## src/hdl/uvs_pkg.sv

```systemverilog
package uvs_pkg;

    localparam int MAX_COLUMNS_DEF     = 4096;
    localparam int MAX_ROWS_DEF        = 2048;
    localparam int COORD_FRAC_BITS_DEF = 14;
    localparam int ANGLE_BITS_DEF      = 16;

    localparam int CORDIC_STAGES = 30;
    localparam logic signed [33:0] CORDIC_START = 34'sd652032874;
    localparam logic signed [33:0] ONE_Q30      = 34'sd1073741824;

    localparam int CFG_IDX_W = 2;
    localparam int CFG_DAT_W = 9;
    localparam logic [CFG_IDX_W-1:0] REG_X_FACES    = 2'd0;
    localparam logic [CFG_IDX_W-1:0] REG_Y_FACES    = 2'd1;
    localparam logic [CFG_IDX_W-1:0] REG_X_SUBFACES = 2'd2;
    localparam logic [CFG_IDX_W-1:0] REG_Y_SUBFACES = 2'd3;

    // Divider works on a 30-bit dividend against a 13-bit count.
    localparam int DIV_N_W = 30;
    localparam int CNT_W   = 13;

    function automatic logic signed [33:0] atan_turn(input int i);
        logic signed [33:0] t;
        case (i)
            0: t = 34'sd536870912;  1: t = 34'sd316933406;  2: t = 34'sd167458907;
            3: t = 34'sd85004756;   4: t = 34'sd42667331;   5: t = 34'sd21354465;
            6: t = 34'sd10679838;   7: t = 34'sd5340245;    8: t = 34'sd2670163;
            9: t = 34'sd1335087;    10: t = 34'sd667544;    11: t = 34'sd333772;
            12: t = 34'sd166886;    13: t = 34'sd83443;     14: t = 34'sd41722;
            15: t = 34'sd20861;     16: t = 34'sd10430;     17: t = 34'sd5215;
            18: t = 34'sd2608;      19: t = 34'sd1304;      20: t = 34'sd652;
            21: t = 34'sd326;       22: t = 34'sd163;       23: t = 34'sd81;
            24: t = 34'sd41;        25: t = 34'sd20;        26: t = 34'sd10;
            27: t = 34'sd5;         28: t = 34'sd3;         29: t = 34'sd1;
            default: t = '0;
        endcase
        return t;
    endfunction

    typedef struct packed {
        logic [12:0]      col;
        logic [11:0]      row;
        logic [CNT_W-1:0] cols;
        logic [CNT_W-1:0] rows;
        logic             err;
    } t_job;

    typedef struct packed {
        logic [15:0] pos_x;
        logic [15:0] pos_y;
        logic [15:0] pos_z;
        logic [16:0] tex_u;
        logic [16:0] tex_v;
        logic        err;
    } t_res;

endpackage

```

## src/hdl/uvs_front.sv

```systemverilog
module uvs_front import uvs_pkg::*; #(
    parameter int MAX_COLUMNS = MAX_COLUMNS_DEF,
    parameter int MAX_ROWS    = MAX_ROWS_DEF
) (
    input  logic                 i_clk,
    input  logic                 i_rst_n,
    input  logic                 i_cfg_we,
    input  logic [CFG_IDX_W-1:0] i_cfg_idx,
    input  logic [CFG_DAT_W-1:0] i_cfg_data,
    input  logic                 i_valid,
    output logic                 o_stall,
    input  logic [12:0]          i_column_index,
    input  logic [11:0]          i_row_index,
    output logic                 o_valid,
    input  logic                 i_stall,
    output t_job                 o_job
);
    logic [8:0] r_xf;
    logic [7:0] r_yf;
    logic [4:0] r_xs, r_ys;
    logic       r_valid;
    t_job       r_job, n_job;
    logic [13:0] cols_raw, rows_raw;
    logic [8:0]  xf_c;
    logic [7:0]  yf_c;
    logic [4:0]  xs_c, ys_c;

    always_ff @(posedge i_clk) begin
        if (!i_rst_n) begin
            r_xf <= 9'd8; r_yf <= 8'd6; r_xs <= 5'd4; r_ys <= 5'd4;
        end else if (i_cfg_we) begin
            case (i_cfg_idx)
                REG_X_FACES:    r_xf <= i_cfg_data;
                REG_Y_FACES:    r_yf <= i_cfg_data[7:0];
                REG_X_SUBFACES: r_xs <= i_cfg_data[4:0];
                REG_Y_SUBFACES: r_ys <= i_cfg_data[4:0];
                default: ;
            endcase
        end
    end

    always_comb begin
        xf_c = (r_xf == 9'd0) ? 9'd1 : ((r_xf > 9'd256) ? 9'd256 : r_xf);
        yf_c = (r_yf == 8'd0) ? 8'd1 : ((r_yf > 8'd128) ? 8'd128 : r_yf);
        xs_c = (r_xs == 5'd0) ? 5'd1 : ((r_xs > 5'd16) ? 5'd16 : r_xs);
        ys_c = (r_ys == 5'd0) ? 5'd1 : ((r_ys > 5'd16) ? 5'd16 : r_ys);
        cols_raw = 14'(xf_c) * 14'(xs_c);
        rows_raw = 14'(yf_c) * 14'(ys_c);
        n_job.col  = i_column_index;
        n_job.row  = i_row_index;
        n_job.cols = ({18'd0, cols_raw} > MAX_COLUMNS) ? CNT_W'(MAX_COLUMNS) :
                     cols_raw[CNT_W-1:0];
        n_job.rows = ({18'd0, rows_raw} > MAX_ROWS) ? CNT_W'(MAX_ROWS) :
                     rows_raw[CNT_W-1:0];
        n_job.err  = ({1'b0, i_column_index} > {1'b0, n_job.cols}) ||
                     ({2'b0, i_row_index} > {1'b0, n_job.rows});
    end

    // Single register stage; hold while downstream stalls.
    assign o_stall = r_valid && i_stall;

    always_ff @(posedge i_clk) begin
        if (!i_rst_n) r_valid <= 1'b0;
        else if (!o_stall) r_valid <= i_valid;
    end
    always_ff @(posedge i_clk) begin
        if (!o_stall && i_valid) r_job <= n_job;
    end

    assign o_valid = r_valid;
    assign o_job   = r_job;
endmodule

```

## config.mk

```make
export PLATFORM = sky130hd
export DESIGN_NAME = uvs_front
export DESIGN_NICKNAME = d
export VERILOG_FILES = /design/src/hdl/uvs_pkg.sv /design/src/hdl/uvs_front.sv
export SDC_FILE = /design/constraint.sdc
export NUM_CORES = 1
export LEC_CHECK = 0
export BUFFER_PORTS_ARGS = -buffer_cell sky130_fd_sc_hd__buf_2
export CORE_AREA = 2 2 135 137
export DETAILED_ROUTE_END_ITERATION = 7
export DIE_AREA = 0 0 137 139
export GPL_ROUTABILITY_DRIVEN = 0
export GPL_TIMING_DRIVEN = 1
export PLACE_DENSITY = 0.53
export SETUP_SLACK_MARGIN = 0.2
export SKIP_CTS_REPAIR_TIMING = 1
export SYNTH_ARGS = -nofsm -noshare
export SYNTH_HDL_FRONTEND = slang
export SYNTH_SLANG_ARGS = --single-unit
```

## constraint.sdc

```tcl
create_clock -name i_clk -period 7.3 [get_ports i_clk]
set_clock_uncertainty 0.05 [all_clocks]
set_input_delay 0.73 -clock i_clk [delete_from_list [all_inputs] [get_ports i_clk]]
set_output_delay 0.73 -clock i_clk [all_outputs]
set_load 0.02 [all_outputs]
```

==> impl_metrics.csv <==
group,metric,value,unit
outcome,status,"completed",
clock_tree,cts_tree,"yes",
finish,multi_input_area,0.00389,mm²
floorplanning,die-area,0.0190,mm²
detailed_routing,routedWlPerCell,14.1,µm
detailed_routing,drt_iter0_drc,228,
clock_tree,cts.path.max_buffers,2,
finish,fin_cells,973,
clock_tree,htree_levels,3,
power_and_ir_drop,leakagePower,3.42,nW
yosys,synth_area,0.00625,mm²
power_and_ir_drop,totalPowerFinal,1.15,mW
timing,max_freq,0.154,GHz
yosys,ys_top_cells_by_area,"edfxtp_1 25%, ha_1 14%, fa_1 12%",
finish,n_fill_cell,1766,
timing,timing.max_slew.rel_slack,37.3,%
finish,drive_gt1_share,17.5,%
floorplanning,num_rows,49,
detailed_routing,drtAntennaViolNets,0,
detailed_routing,wirelength,13800,µm
timing,hold_viol,0,
finish,seqCellArea,0.00212,mm²
yosys,ys_seq_elements,80,
detailed_routing,drc,0,
timing,setup_viol,0,
yosys,async_flop_share,0,%
timing,period_share,88.8,%
finish,nets,886,
detailed_routing,drtPass1Iterations,4,
global_route,grt_max_degree,53,
floorplanning,die_w,137,µm
power_and_ir_drop,ir_drop,107,µV
finish,area_growth_syn_to_layout,16.2,%
critical_path,end_kind,"flop",
yosys,synth_common_cells,"71 x nor2_1, 68 x ha_1, 61 x nand2_1",
floorplanning,die-height,139,µm
global_route,grt_usage,15.1,%
power_and_ir_drop,powerDensity,158,mW/mm²
clock_tree,cts_sinks,80,
timing,rsz0062_at_grt,"no",
place,placed_area,0.00698,mm²
critical_path,start_kind,"flop",
yosys,netlist_instances,647,
job,drv_cap,0,
global_route,grt_remaining_overflow,0,
clock_tree,clock_latency,340,ps
yosys,post_synth.cell_area_avg,9.66,µm²
timing,period_minus_slack,6480,ps
detailed_routing,vias,4765,
place,hpwl,11400,µm
place,post-place-cells,956,
yosys,synth_edf_count,52,
yosys,synth_most_common_cell,"nor2_1",
timing,drv_slew,0,
yosys,synthFlopType,"edfxtp_1",
yosys,yosys.area.top_type_share,25.0,%
yosys,yosysTopAreaCell,"edfxtp_1",
critical_path,arrival,6520,ps
yosys,yosysSeqAreaShare,33.9,%
critical_path,crit_type,"reg -> reg",
critical_path,worstPathMaxFanout,7,
global_route,antenna_found_initial,1,
global_route,grt_pass1_wl,23000,µm
yosys,synth_nets,795,
yosys,yosys.cell_types.count,50,
timing,setup_slack,816,ps
timing,final.setup.tns,0,ps
clock_tree,clk_pin_slew,60,ps
hold_path,worstHoldPathType,"reg -> reg",
critical_path,cp.required,7340,ps
floorplanning,start_util,35.4,%
timing,tightest_slew,937,ps
global_route,first_global_vias,4705,
floorplanning,ios,95,
place,dp_slack,507,ps
yosys,yosysWarnings,0,
floorplanning,core,0.0177,mm²
clock_tree,cts_buffers,9,
clock_tree,root_buffer,"clkbuf_16",
place,portBuffers,94,
finish,final_cell_area,0.00726,mm²
detailed_routing,viasPerCell,4.90,
## where the power goes
part           switching [mW]  internal (mW)  total [mW]
sequential             0.0112          0.512       0.523
combinational           0.136         0.0852       0.221
clock                   0.176          0.230       0.405
## state kept, by name, indices dropped and copies added (netlist names)
register and flops:
r_ys 5, o_valid 1, r_xf 9, r_yf 8
o_job 52, r_xs 5
## routing by layer
layer / global-route usage [%] / routed length, µm / up-vias
met3: 2.52 / 767 / 14
li1: - / - / 2429
met2: 22.6 / 5880 / 124
met1: 21.9 / 6890 / 2198
met4: 5.37 / 220 / 0
met5: 0 / 0 / -
## area by class of cell
cell class | instances | share of cell area, %
Antenna cell | 1 | 0.0344
Clock buffer | 11 | 3.20
Clock inverter | 5 | 0.465
Inverter | 53 | 2.74
Multi-Input combinational cell | 497 | 53.6
Sequential cell | 80 | 29.2
Tap cell | 229 | 3.94
Timing Repair Buffer | 97 | 6.79
## worst max-delay path, cell delays in order (launching register included)
cell and delay [ps]:
dfxtp_1 350, nor4_1 360, a22oi_2 180, or2_2 330, fa_1 510, fa_1 520, fa_1 540, inv_1 40
ha_1 330, xor2_1 180, nor4_1 210, o21ai_1 140, or3_1 360, nand4bb_1 200, or4_1 560, a211oi_1 450
ha_1 230, nor2_1 50, nor2_1 80, nand2_1 50, a21oi_1 130, o2111ai_1 140, a22o_1 220
## cell families (layout without fill, tap and decap cells)
family	count (synthesis)	count (layout)	synth area share, %
AOI/OAI and AO/OA	101	101	10.6
xor gates and xnor gates	15	15	2.10
adders and majority gates	107	107	26.1
buffers and inverters	70	166	4.26
DFF	80	80	33.9
muxes	19	19	3.04
other	1	2	0.0600
and+or+nand+nor	254	254	19.9
## cells in the final DEF (no fill, tap or decap), types with 3 or more instances in the layout
| cell | n |
|---|---|
| buf_2 | 94 |
| nor2_1 | 71 |
| ha_1 | 68 |
| nand2_1 | 61 |
| edfxtp_1 | 52 |
| inv_1 | 51 |
| fa_1 | 39 |
| dfxtp_1 | 28 |
| a21oi_1 | 27 |
| nand3_1 | 24 |
| nor2b_1 | 24 |
| mux2i_1 | 19 |
| o21ai_0 | 18 |
| and2_1 | 15 |
| a21o_1 | 15 |
| a21boi_0 | 12 |
| and3_1 | 11 |
| clkbuf_16 | 9 |
| or2_2 | 8 |
| xnor2_1 | 8 |
| nand2b_1 | 8 |
| nor3_1 | 6 |
| nor4_1 | 6 |
| o21a_1 | 6 |
| nand4_1 | 6 |
| xor2_1 | 6 |
| a211oi_1 | 5 |
| buf_4 | 3 |
## per-stage QoR
stage | hold WS [ps] | utilization [%]
floorplan | 393 | -
global placement | 427 | 39.5
detailed placement | 430 | 39.5
CTS | 439 | 41.0
global route | 480 | 41.1
finish | 437 | 41.1
## path summary, 6_finish.rpt
kind / startpoint / end / slack [ps] / cells past startpoint
setup reg to reg: r_xf[4] / o_job[0] / 820 / 22
setup / recovery: r_xf[4] / o_job[0] / 820 / 22
hold / removal: r_yf[0] / r_yf[0] / 440 / 2
hold reg to reg: r_yf[0] / r_yf[0] / 440 / 2
(Power assumes the default switching activity.)
