$ cat config.mk
export PLATFORM = sky130hd
export DESIGN_NAME = uvs_fifo
export DESIGN_NICKNAME = d
export VERILOG_FILES = /design/src/hdl/uvs_pkg.sv /design/src/hdl/uvs_fifo.sv
export SDC_FILE = /design/constraint.sdc
export NUM_CORES = 1
export LEC_CHECK = 0
export BUFFER_PORTS_ARGS = -buffer_cell sky130_fd_sc_hd__buf_2
export CORE_MARGIN = 5
export CORE_UTILIZATION = 61
export DETAILED_ROUTE_END_ITERATION = 7
export PLACE_DENSITY = 0.94
export SETUP_SLACK_MARGIN = 0.15
export SLEW_MARGIN = 20
export SYNTH_ARGS = -nofsm -noshare
export SYNTH_HDL_FRONTEND = slang
export SYNTH_SLANG_ARGS = --single-unit
export TNS_END_PERCENT = 30
$ cat constraint.sdc
create_clock -name i_clk -period 6.3 [get_ports i_clk]
set_input_delay 1.26 -clock i_clk [delete_from_list [all_inputs] [get_ports i_clk]]
set_output_delay 1.26 -clock i_clk [all_outputs]
set_load 0.02 [all_outputs]
$ cat src/hdl/uvs_pkg.sv
package uvs_pkg;

    localparam int MAX_COLUMNS_DEF     = 4096;
    localparam int MAX_ROWS_DEF        = 2048;
    localparam int COORD_FRAC_BITS_DEF = 14;
    localparam int ANGLE_BITS_DEF      = 16;

    localparam int CORDIC_STAGES = 30;
    localparam logic signed [33:0] CORDIC_START = 34'sd652032874;
    localparam logic signed [33:0] ONE_Q30      = 34'sd1073741824;

    localparam int CFG_IDX_W = 2;
    localparam int CFG_DAT_W = 9;
    localparam logic [CFG_IDX_W-1:0] REG_X_FACES    = 2'd0;
    localparam logic [CFG_IDX_W-1:0] REG_Y_FACES    = 2'd1;
    localparam logic [CFG_IDX_W-1:0] REG_X_SUBFACES = 2'd2;
    localparam logic [CFG_IDX_W-1:0] REG_Y_SUBFACES = 2'd3;

    // Divider works on a 30-bit dividend against a 13-bit count.
    localparam int DIV_N_W = 30;
    localparam int CNT_W   = 13;

    function automatic logic signed [33:0] atan_turn(input int i);
        logic signed [33:0] t;
        case (i)
            0: t = 34'sd536870912;  1: t = 34'sd316933406;  2: t = 34'sd167458907;
            3: t = 34'sd85004756;   4: t = 34'sd42667331;   5: t = 34'sd21354465;
            6: t = 34'sd10679838;   7: t = 34'sd5340245;    8: t = 34'sd2670163;
            9: t = 34'sd1335087;    10: t = 34'sd667544;    11: t = 34'sd333772;
            12: t = 34'sd166886;    13: t = 34'sd83443;     14: t = 34'sd41722;
            15: t = 34'sd20861;     16: t = 34'sd10430;     17: t = 34'sd5215;
            18: t = 34'sd2608;      19: t = 34'sd1304;      20: t = 34'sd652;
            21: t = 34'sd326;       22: t = 34'sd163;       23: t = 34'sd81;
            24: t = 34'sd41;        25: t = 34'sd20;        26: t = 34'sd10;
            27: t = 34'sd5;         28: t = 34'sd3;         29: t = 34'sd1;
            default: t = '0;
        endcase
        return t;
    endfunction

    typedef struct packed {
        logic [12:0]      col;
        logic [11:0]      row;
        logic [CNT_W-1:0] cols;
        logic [CNT_W-1:0] rows;
        logic             err;
    } t_job;

    typedef struct packed {
        logic [15:0] pos_x;
        logic [15:0] pos_y;
        logic [15:0] pos_z;
        logic [16:0] tex_u;
        logic [16:0] tex_v;
        logic        err;
    } t_res;

endpackage

$ cat src/hdl/uvs_fifo.sv
module uvs_fifo import uvs_pkg::*; #(
    parameter int DEPTH = 4
) (
    input  logic i_clk,
    input  logic i_rst_n,
    input  logic i_valid,
    output logic o_stall,
    input  t_job i_job,
    output logic o_valid,
    input  logic i_stall,
    output t_job o_job
);
    localparam int AW = (DEPTH > 1) ? $clog2(DEPTH) : 1;
    t_job r_mem [DEPTH];
    logic [AW-1:0] r_wp, r_rp;
    logic [AW:0]   r_cnt;
    logic push, pop;

    assign o_stall = (r_cnt == (AW+1)'(DEPTH));
    assign o_valid = (r_cnt != '0);
    assign push = i_valid && !o_stall;
    assign pop  = o_valid && !i_stall;
    assign o_job = r_mem[r_rp];

    always_ff @(posedge i_clk) begin
        if (!i_rst_n) begin
            r_wp <= '0; r_rp <= '0; r_cnt <= '0;
        end else begin
            if (push) r_wp <= (r_wp == AW'(DEPTH-1)) ? '0 : r_wp + 1'b1;
            if (pop)  r_rp <= (r_rp == AW'(DEPTH-1)) ? '0 : r_rp + 1'b1;
            r_cnt <= r_cnt + (AW+1)'(push) - (AW+1)'(pop);
        end
    end
    always_ff @(posedge i_clk) begin
        if (push) r_mem[r_wp] <= i_job;
    end
endmodule

==> results of run 1 <==
-- metal layers --
| layer | global-route usage | up-vias |
|---|---|---|
| li1 | - | 1606 |
| met1 | 0.256 | 1904 |
| met2 | 0.316 | 154 |
| met3 | 0.0473 | 24 |
| met4 | 0.0402 | 2 |
| met5 | 0 | - |
-- how the worst min path moves through the flow --
stage | start | endpoint | slack [ns] | depth (start not counted)
after global routing | r_rp[1]$_SDFFE_PN0N_ | register | 0.53 | 2
after CTS | r_rp[1]$_SDFFE_PN0N_ | register | 0.51 | 2
after floorplan | r_rp[1]$_SDFFE_PN0N_ | register | 0.46 | 2
after global placement | r_rp[1]$_SDFFE_PN0N_ | register | 0.46 | 2
final | r_rp[1]$_SDFFE_PN0N_ | register | 0.51 | 2
after detailed placement | r_rp[1]$_SDFFE_PN0N_ | register | 0.50 | 2
-- metrics by stage --
step | hold slack (ns) | utilization
2_1_floorplan | 0.463 | -
3_3_place_gp | 0.465 | 0.667
3_5_place_dp | 0.502 | 0.667
4_1_cts | 0.509 | 0.725
5_1_grt | 0.531 | 0.726
6_report | 0.512 | 0.726
-- worst max-delay path, delay by kind of cell, from the launching register on --
| kind | cells | cell delay, ns |
|---|---|---|
| buffers and inverters | 2 | 0.69 |
| multiplexers | 1 | 0.41 |
| flip-flops | 1 | 0.73 |
-- cell usage after synthesis, types with 2 or more instances --
cell type | instances | area, um^2
inv_1 | 5 | 18.8
nor2_1 | 2 | 7.51
clkbuf_1 | 2 | 7.51
edfxtp_1 | 208 | 6250
buf_2 | 6 | 30.0
xnor2_1 | 2 | 17.5
nand2_1 | 8 | 30.0
nor2b_1 | 2 | 12.5
mux4_1 | 2 | 52.6
mux4_2 | 50 | 1130
ha_1 | 7 | 87.6
dfxtp_1 | 9 | 180
mux2i_1 | 4 | 40.0
and2_1 | 6 | 37.5
buf_12 | 5 | 100
-- sequential cells by signal, indices dropped and copies added, names as in the netlist, named ones only --
signal and count:
r_cnt 3, r_mem 208, r_rp 2, r_wp 2
-- power by group through the flow --
stage / combinational, mW / clock, mW / sequential [mW]
floorplan: 0.702 / 0 / 1.82
global placement: 0.818 / 0 / 1.90
detailed placement: 0.842 / 0 / 1.92
CTS: 0.850 / 1.35 / 1.89
global route: 0.937 / 1.42 / 1.87
finish: 0.877 / 1.33 / 1.85
-- final cells by class --
| cell class | count | area share |
|---|---|---|
| Clock inverter | 15 | 0.0182 |
| Inverter | 5 | 0.00197 |
| Clock buffer | 25 | 0.0614 |
| Sequential cell | 217 | 0.677 |
| Tap cell | 176 | 0.0232 |
| Timing Repair Buffer | 115 | 0.0635 |
| Multi-Input combinational cell | 87 | 0.155 |
-- cell usage in the layout (no fill, tap or decap), types with 2 or more instances in the layout --
master / netlist / routed
inv_1: 5 / 5
nor2b_1: 2 / 2
buf_4: 0 / 5
clkinv_1: 0 / 4
clkbuf_1: 2 / 2
clkbuf_16: 0 / 23
clkinv_2: 0 / 6
and2_2: 0 / 4
mux2i_1: 4 / 4
xnor2_1: 2 / 2
dfxtp_1: 9 / 7
nor2_1: 2 / 2
and2_1: 6 / 2
nand2_1: 8 / 8
buf_2: 6 / 109
ha_1: 7 / 7
mux4_1: 2 / 2
mux4_2: 50 / 50
bufinv_16: 0 / 4
edfxtp_1: 208 / 208
-- cells by family after synthesis --
group | after synthesis
XOR/XNOR | 2
adder cells (fa/ha/maj) | 8
buffers and inverters | 19
flip-flops | 217
multiplexers | 56
AND/OR/NAND/NOR | 21
==> flow_summary.yaml, run 1 <==
cells_and_area:
  stdcell_area_mm2: 0.00950
  drive_above_1_share: 0.448
  final_cell_count_no_fill: 640
  final_nets: 512
  multi_input_area_mm2: 0.00147
  regArea_mm2: 0.00643
  num_antenna_cells: 0
  fill_cells: 755
  syn2layout_area_growth_pct: 17.9
power_and_ir_drop:
  ir_drop_uv: 312
  pwr-share-comb: 0.216
  powerDensity_mw_per_mm2: 427
  p_total_mw: 4.05
  p_seq_frac: 0.456
  power.leakage_nw: 3.26
  p_sw_frac: 0.267
  p_int_mw: 2.97
  p_sw_mw: 1.08
  p_clk_frac: 0.327
floorplanning:
  io_pins: 110
  die_h_um: 125
  row_count: 42
  die_area_mm2: 0.0156
  dieWidth_um: 125
  start_util: 0.616
  core_mm2: 0.0131
timing:
  tightest_slew_ns: 0.770
  slew_headroom: 0.487
  setup_slack_ns: 2.71
  post-route-min-period_ns: 3.59
  setup_violations: 0
  finalCritPeriodShare: 0.570
  rsz0062_at_grt: "no"
  skew_ns: 0.0133
  tns_ns: 0
  hold_violations: 0
  fmax_mhz: 278
  slew_violations: 0
global_routing:
  grt_max_degree: 53
  antenna_found_initial: 1
  grt_pass1_vias: 4044
  grt_pass1_wl_um: 22800
  grt_overflow_total: 0
  grt_util_all_layers: 0.188
synth:
  async_flop_share: 0
  synth.mux.area_fraction: 0.151
  syn_nets: 387
  ys_ff_latch: 217
  ys_types: 20
  synth-xor-area-share: 0.00217
  synth-adder-area-share: 0.0133
  synth_compound_area_frac: 0
  syn_area_per_cell_um2: 25.0
  synth_top_family_by_area: "multiplexers"
  synth_simple_gate_area_frac: 0.0155
  synth_edf_count: 208
  ys_warn_count: 0
  synth_seq_area_share: 0.797
  synth_area_mm2: 0.00806
  syn_inst: 323
  ys.flop_type: "edfxtp_1"
routing:
  highest_layer: "met5"
  wl_met1_um: 5700
  vias: 3690
  avgRoutedWirePerCell_um: 22.9
  dr_wl_met3_um: 1090
  ant_nets: 0
  routed-wl-met2_um: 7620
  remaining_drc_errors: 0
  drt-pass1-iter-count: 4
  drt_wl_total_um: 14600
  drtIter0Drc: 294
  vias_per_cell: 5.77
cts:
  cts_max_level: 1
  cts-root-buf: "clkbuf_16"
  cts_tree: "built"
  cts_sinks: 217
  cts_hold_buf: 0
  path_clk_slew_ns: 0.06
  cts_buffers: 22
  post_cts_buffers: 0
  worst_skew_pair.late_latency_ns: 0.49
  cts_buffer_depth: 3
  cts-resized-gates: 0
worst_setup_path:
  cp_max_fo: 30
  rrSetupSlack_ns: 3.83
  path_class: "register to output port"
  end_kind: "output port"
  critical_path.startpoint_type: "register"
  reg2reg_to: "r_cnt[2]$_SDFF_PN0_"
  cp.required_ns: 5.04
  cp.arrival_ns: 2.33
  cp-endpoint: "o_job[12]"
  slowest_delay_ns: 0.73
  path_cells: "buf_4 -> mux4_2 -> buf_2"
  r2r_cells: 11
  worst_r2r_startpoint: "r_cnt[1]$_SDFF_PN0_"
  crit_path_top_delay_cell: "dfxtp_2"
place:
  place_congestion: 0.707
  port_buffers: 109
  post_dp_cell_area_mm2: 0.00873
  dpl.hpwl_um: 8460
  place_ws_ns: 2.97
  placed_cells: 599
worst_hold_path:
  hold_path.class: "register to register"
job:
  cap_violations: 0
status:
  outcome: "completed"
Note: power is estimated with default switching activity, not from simulation.
==> run 2, diff against run 1 <==
CORE_UTILIZATION = 57   (was 61)
PLACE_DENSITY = 0.89   (was 0.94)
clock period = 3.8 ns   (was 6.3 ns; I/O delays follow)
==> run 2 against run 1 <==
  * Sequential share of layout area is 0.62 points higher
  * Non-clock buffer count is 5 higher
  * Clock power is 41% higher
  * Sequential cell count stayed put
  * Cell count is 0.94% higher
  * Combinational power is 68% higher
  * Wire length is 4.7% lower
  * Global-route usage is 1.5 points lower
  * Clock skew is 0.0029 ns lower
  * Via count is 2.6% lower
  * Critical endpoint is now o_job[43]
  * Highest routed layer unchanged
==> flow_summary.yaml, run 2 (synthesis gave the netlist of run 1 again) <==
status:
  outcome: "completed"
cts:
  cts_sinks: 217
  cts_buffer_depth: 3
  worst_skew_pair.late_latency_ns: 0.48
  cts-root-buf: "clkbuf_16"
  cts_max_level: 1
  post_cts_buffers: 0
  path_clk_slew_ns: 0.06
  cts-resized-gates: 0
  cts_tree: "built"
  cts_buffers: 21
  cts_hold_buf: 0
power_and_ir_drop:
  power.leakage_nw: 3.23
  ir_drop_uv: 561
  p_total_mw: 6.40
  powerDensity_mw_per_mm2: 679
global_routing:
  grt_overflow_total: 0
  antenna_found_initial: 1
  grt_util_all_layers: 0.173
  grt_max_degree: 34
  grt_pass1_wl_um: 21500
  grt_pass1_vias: 3858
cells_and_area:
  multi_input_area_mm2: 0.00147
  top_register: "r_mem"
  largest_reg_flops: 208
  num_antenna_cells: 0
  utilization: 0.678
  regArea_mm2: 0.00643
  syn2layout_area_growth_pct: 16.8
  mostFrequentLayoutCell: "edfxtp_1"
  layout_common_cells: "edfxtp_1, buf_2, mux4_2, clkbuf_16, buf_4"
  final_cell_count_no_fill: 646
  stdcell_area_mm2: 0.00942
  drive_above_1_share: 0.451
  largestRegisters: "r_mem x208, r_cnt x3"
  fill_cells: 877
  final_nets: 516
worst_setup_path:
  crit_path_top_delay_cell: "dfxtp_4"
  cp.required_ns: 3.04
  slowest_delay_ns: 0.61
  cp_max_fo: 33
  path_cells: "buf_12 -> mux4_1 -> buf_2"
  worst_r2r_startpoint: "r_cnt[1]$_SDFF_PN0_"
  path_buf_inv: 2
  critical_path.startpoint_type: "register"
  reg2reg_to: "r_cnt[2]$_SDFF_PN0_"
  rrSetupSlack_ns: 1.37
  cp.arrival_ns: 2.21
  path_delay_family: "flip-flops"
  end_kind: "output port"
  r2r_cells: 11
  path_class: "register to output port"
timing:
  setup_violations: 0
  hold_violations: 0
  fin_hold_ws_ns: 0.489
  post-route-min-period_ns: 2.97
  rsz0062_at_grt: "no"
  setup_slack_ns: 0.828
  fmax_mhz: 337
  tightest_slew_ns: 0.793
  finalCritPeriodShare: 0.782
  slew_violations: 0
  tns_ns: 0
  slew_headroom: 0.471
  skew_ns: 0.0104
floorplanning:
  io_pins: 110
  die_h_um: 129
  core_mm2: 0.0139
  row_count: 43
  die_area_mm2: 0.0166
  dieWidth_um: 129
  start_util: 0.581
worst_hold_path:
  hp-start: "i_job[15]"
  hold_path.class: "primary input to register"
  worstHoldPathCells: 1
  min_to: "r_mem[3][15]$_DFFE_PP_"
place:
  post_dp_cell_area_mm2: 0.00879
  place_congestion: 0.709
  port_buffers: 109
  dpl.hpwl_um: 9000
  place_ws_ns: 1.04
  placed_cells: 609
job:
  cap_violations: 0
routing:
  vias_per_cell: 5.56
  avgRoutedWirePerCell_um: 21.6
  remaining_drc_errors: 0
  vias: 3593
  ant_nets: 0
  drtIter0Drc: 221
  drt-pass1-iter-count: 4
  drt_wl_total_um: 14000
-- run 2: changes by cell type in the layout (fill, tap and decap cells not counted), sizes merged --
cell	change
buf	+5
bufinv	-3
clkbuf	+1
clkinv	-1
clkinvlp	-1
inv	+1
-- run 2: worst max path at each step --
| stage | slack (ns) | to | cells after the start |
|---|---|---|---|
| after global routing | 0.66 | o_job[43] | 3 |
| after global placement | 1.12 | r_cnt[2]$_SDFF_PN0_ | 11 |
| after detailed placement | 1.04 | r_cnt[2]$_SDFF_PN0_ | 11 |
| after CTS | 0.72 | o_job[43] | 3 |
| final | 0.83 | o_job[43] | 3 |
| after floorplan | 1.10 | r_mem[0][0]$_DFFE_PP_ | 3 |
-- run 2: cell type report --
| type | count | share of cell area |
|---|---|---|
| clock buffers | 26 | 0.0578 |
| well taps | 180 | 0.0239 |
| repair buffers | 120 | 0.0680 |
| clock inverters | 11 | 0.00877 |
| flip-flops and latches | 217 | 0.683 |
| multi-input cells | 87 | 0.157 |
| inverters | 5 | 0.00199 |
-- run 2: worst register-to-register path, cell delays in order, from the launching register on --
cell	delay, ns
dfxtp_1	0.43
nor3b_2	0.08
nor2b_1	0.38
inv_1	0.09
ha_1	0.30
inv_1	0.06
ha_1	0.13
inv_1	0.05
fa_1	0.38
xnor2_1	0.15
xnor2_1	0.12
and2_1	0.16
-- run 2: routing by layer --
layer  up-vias  track usage  part of all wire
met5         -            0           0.00093
met4         2       0.0395             0.012
met3        19       0.0369             0.064
met2       104        0.308              0.55
met1      1861        0.219              0.37
li1       1607            -                 -
-- run 2: report_power, final --
part	switching, mW	internal (mW)
combinational	0.820	0.648
clock	0.796	1.09
sequential	0.135	2.91
==> run 3, diff against run 2 <==
clock period = 2.77 ns   (was 3.8 ns; I/O delays follow)
==> run 3 against run 2 <==
  * First-iteration DRC count grew 6.3%
  * Highest routed layer unchanged
  * Critical path depth unchanged
  * Hold slack worse by 0.21 ns
  * Critical path type unchanged
  * Clock-buffer cell count up 1
==> flow_summary.yaml, run 3 (synthesis gave the netlist of run 1 again) <==
cts:
  cts-root-buf: "clkbuf_16"
  worst_skew_pair.late_latency_ns: 0.49
  cts_max_level: 1
  cts_sinks: 217
  cts_hold_buf: 0
  cts_buffer_depth: 3
  cts_tree: "built"
  path_clk_slew_ns: 0.06
  cts_buffers: 22
timing:
  tightest_slew_ns: 0.482
  setup_violations: 0
  fmax_mhz: 405
  post-route-min-period_ns: 2.47
  fin_hold_ws_ns: 0.279
  tns_ns: 0
  skew_ns: 0.0125
  hold_violations: 0
  slew_violations: 0
  slew_headroom: 0.679
  finalCritPeriodShare: 0.891
  rsz0062_at_grt: "no"
routing:
  remaining_drc_errors: 0
  ant_nets: 0
  vias_per_cell: 5.60
  avgRoutedWirePerCell_um: 21.6
  drt-pass1-iter-count: 4
  vias: 3632
  drt_wl_total_um: 14000
  drtIter0Drc: 235
cells_and_area:
  syn2layout_area_growth_pct: 18.4
  num_antenna_cells: 0
  multi_input_area_mm2: 0.00147
  final_nets: 518
  drive_above_1_share: 0.450
  fill_cells: 852
  top_register: "r_mem"
  regArea_mm2: 0.00643
  largest_reg_flops: 208
  layout_common_cells: "edfxtp_1, buf_2, mux4_2, clkbuf_16, buf_4"
  largestRegisters: "r_mem x208, r_cnt x3"
  mostFrequentLayoutCell: "edfxtp_1"
worst_setup_path:
  cp.required_ns: 2.22
  cp.arrival_ns: 1.91
  end_kind: "output port"
  slowest_delay_ns: 0.59
  worst_r2r_startpoint: "r_cnt[1]$_SDFF_PN0_"
  rrSetupSlack_ns: 0.35
  crit_path_top_delay_cell: "mux4_2"
  critical_path.startpoint_type: "register"
  cp_max_fo: 34
  path_delay_family: "multiplexers"
  path_cells: "buf_12 -> mux4_2 -> buf_2"
  path_class: "register to output port"
  path_buf_inv: 2
power_and_ir_drop:
  p_clk_frac: 0.319
  p_sw_frac: 0.268
  pwr-share-comb: 0.233
  powerDensity_mw_per_mm2: 959
  p_sw_mw: 2.46
  ir_drop_uv: 618
  p_seq_frac: 0.448
  power.leakage_nw: 3.27
  p_int_mw: 6.70
place:
  dpl.hpwl_um: 8740
  place_congestion: 0.685
  port_buffers: 109
status:
  outcome: "completed"
floorplanning:
  die_h_um: 129
  die_area_mm2: 0.0166
  start_util: 0.581
  dieWidth_um: 129
  io_pins: 110
  row_count: 43
  core_mm2: 0.0139
global_routing:
  grt_pass1_wl_um: 21900
  antenna_found_initial: 1
  grt_max_degree: 53
  grt_util_all_layers: 0.173
  grt_overflow_total: 0
  grt_pass1_vias: 4039
worst_hold_path:
  hold_path.class: "primary input to register"
  hp-start: "i_job[0]"
job:
  cap_violations: 0
-- run 3: cell count changes in the layout (fill, tap and decap cells not counted), moves of 2 or more --
cell       change
clkinv_1       +3
clkbuf_16      +2
clkinv_2       -5
bufinv_16      +2
-- run 3: power by group through the flow --
stage	registers [mW]	clock network [mW]	logic [mW]
floorplan	4.14	0	1.60
global placement	4.14	0	2.11
detailed placement	4.17	0	2.17
CTS	4.11	3.00	2.19
global route	4.13	3.14	2.30
finish	4.10	2.93	2.13
-- run 3: repair_timing --
item,CTS,global route
gates resized for setup,0,1
endpoints found under the setup margin,0,2
setup buffers,0,0
-- run 3: path summary, 6_finish.rpt --
check / depth (start not counted) / to
worst max register to register: 10 / r_cnt[2]$_SDFF_PN0_
worst max-delay path: 3 / o_job[45]
worst min register to register: 2 / register
worst min-delay path: 1 / r_mem[2][0]$_DFFE_PP_
-- run 3: cell type report --
type / instances / share of cell area
Clock buffer: 27 / 0.0619
Tap cell: 180 / 0.0236
Multi-Input combinational cell: 87 / 0.154
Sequential cell: 217 / 0.674
Timing Repair Buffer: 121 / 0.0696
Inverter: 5 / 0.00197
Clock inverter: 12 / 0.0151
-- run 3: worst reg2reg max path, stage by stage (launching register included) --
cell and delay (ns):
dfxtp_1 0.36, or3_4 0.41, nor2b_4 0.15, ha_1 0.28
inv_1 0.07, ha_1 0.15, inv_1 0.05, fa_1 0.39
xnor2_1 0.15, xnor2_1 0.12, and2_1 0.16
-- run 3: per-layer routing --
metal | track usage | vias up | wire (um)
met1 | 0.223 | 1855 | 5410
met5 | 0 | - | 13
met3 | 0.0361 | 31 | 882
met4 | 0.0531 | 2 | 363
met2 | 0.299 | 119 | 7350
li1 | - | 1625 | -
-- run 3: stage by stage --
stage               instances  utilization  worst slack [ns]  total power, mW  cell area, um^2
floorplan                 323            -             0.279             5.73             8060
global placement          610        0.635             0.525             6.24             8810
detailed placement        610        0.635             0.341             6.34             8810
CTS                       649        0.688             0.186             9.30             9540
global route              649        0.688             0.210             9.57             9550
finish                    649        0.688             0.302             9.16             9550
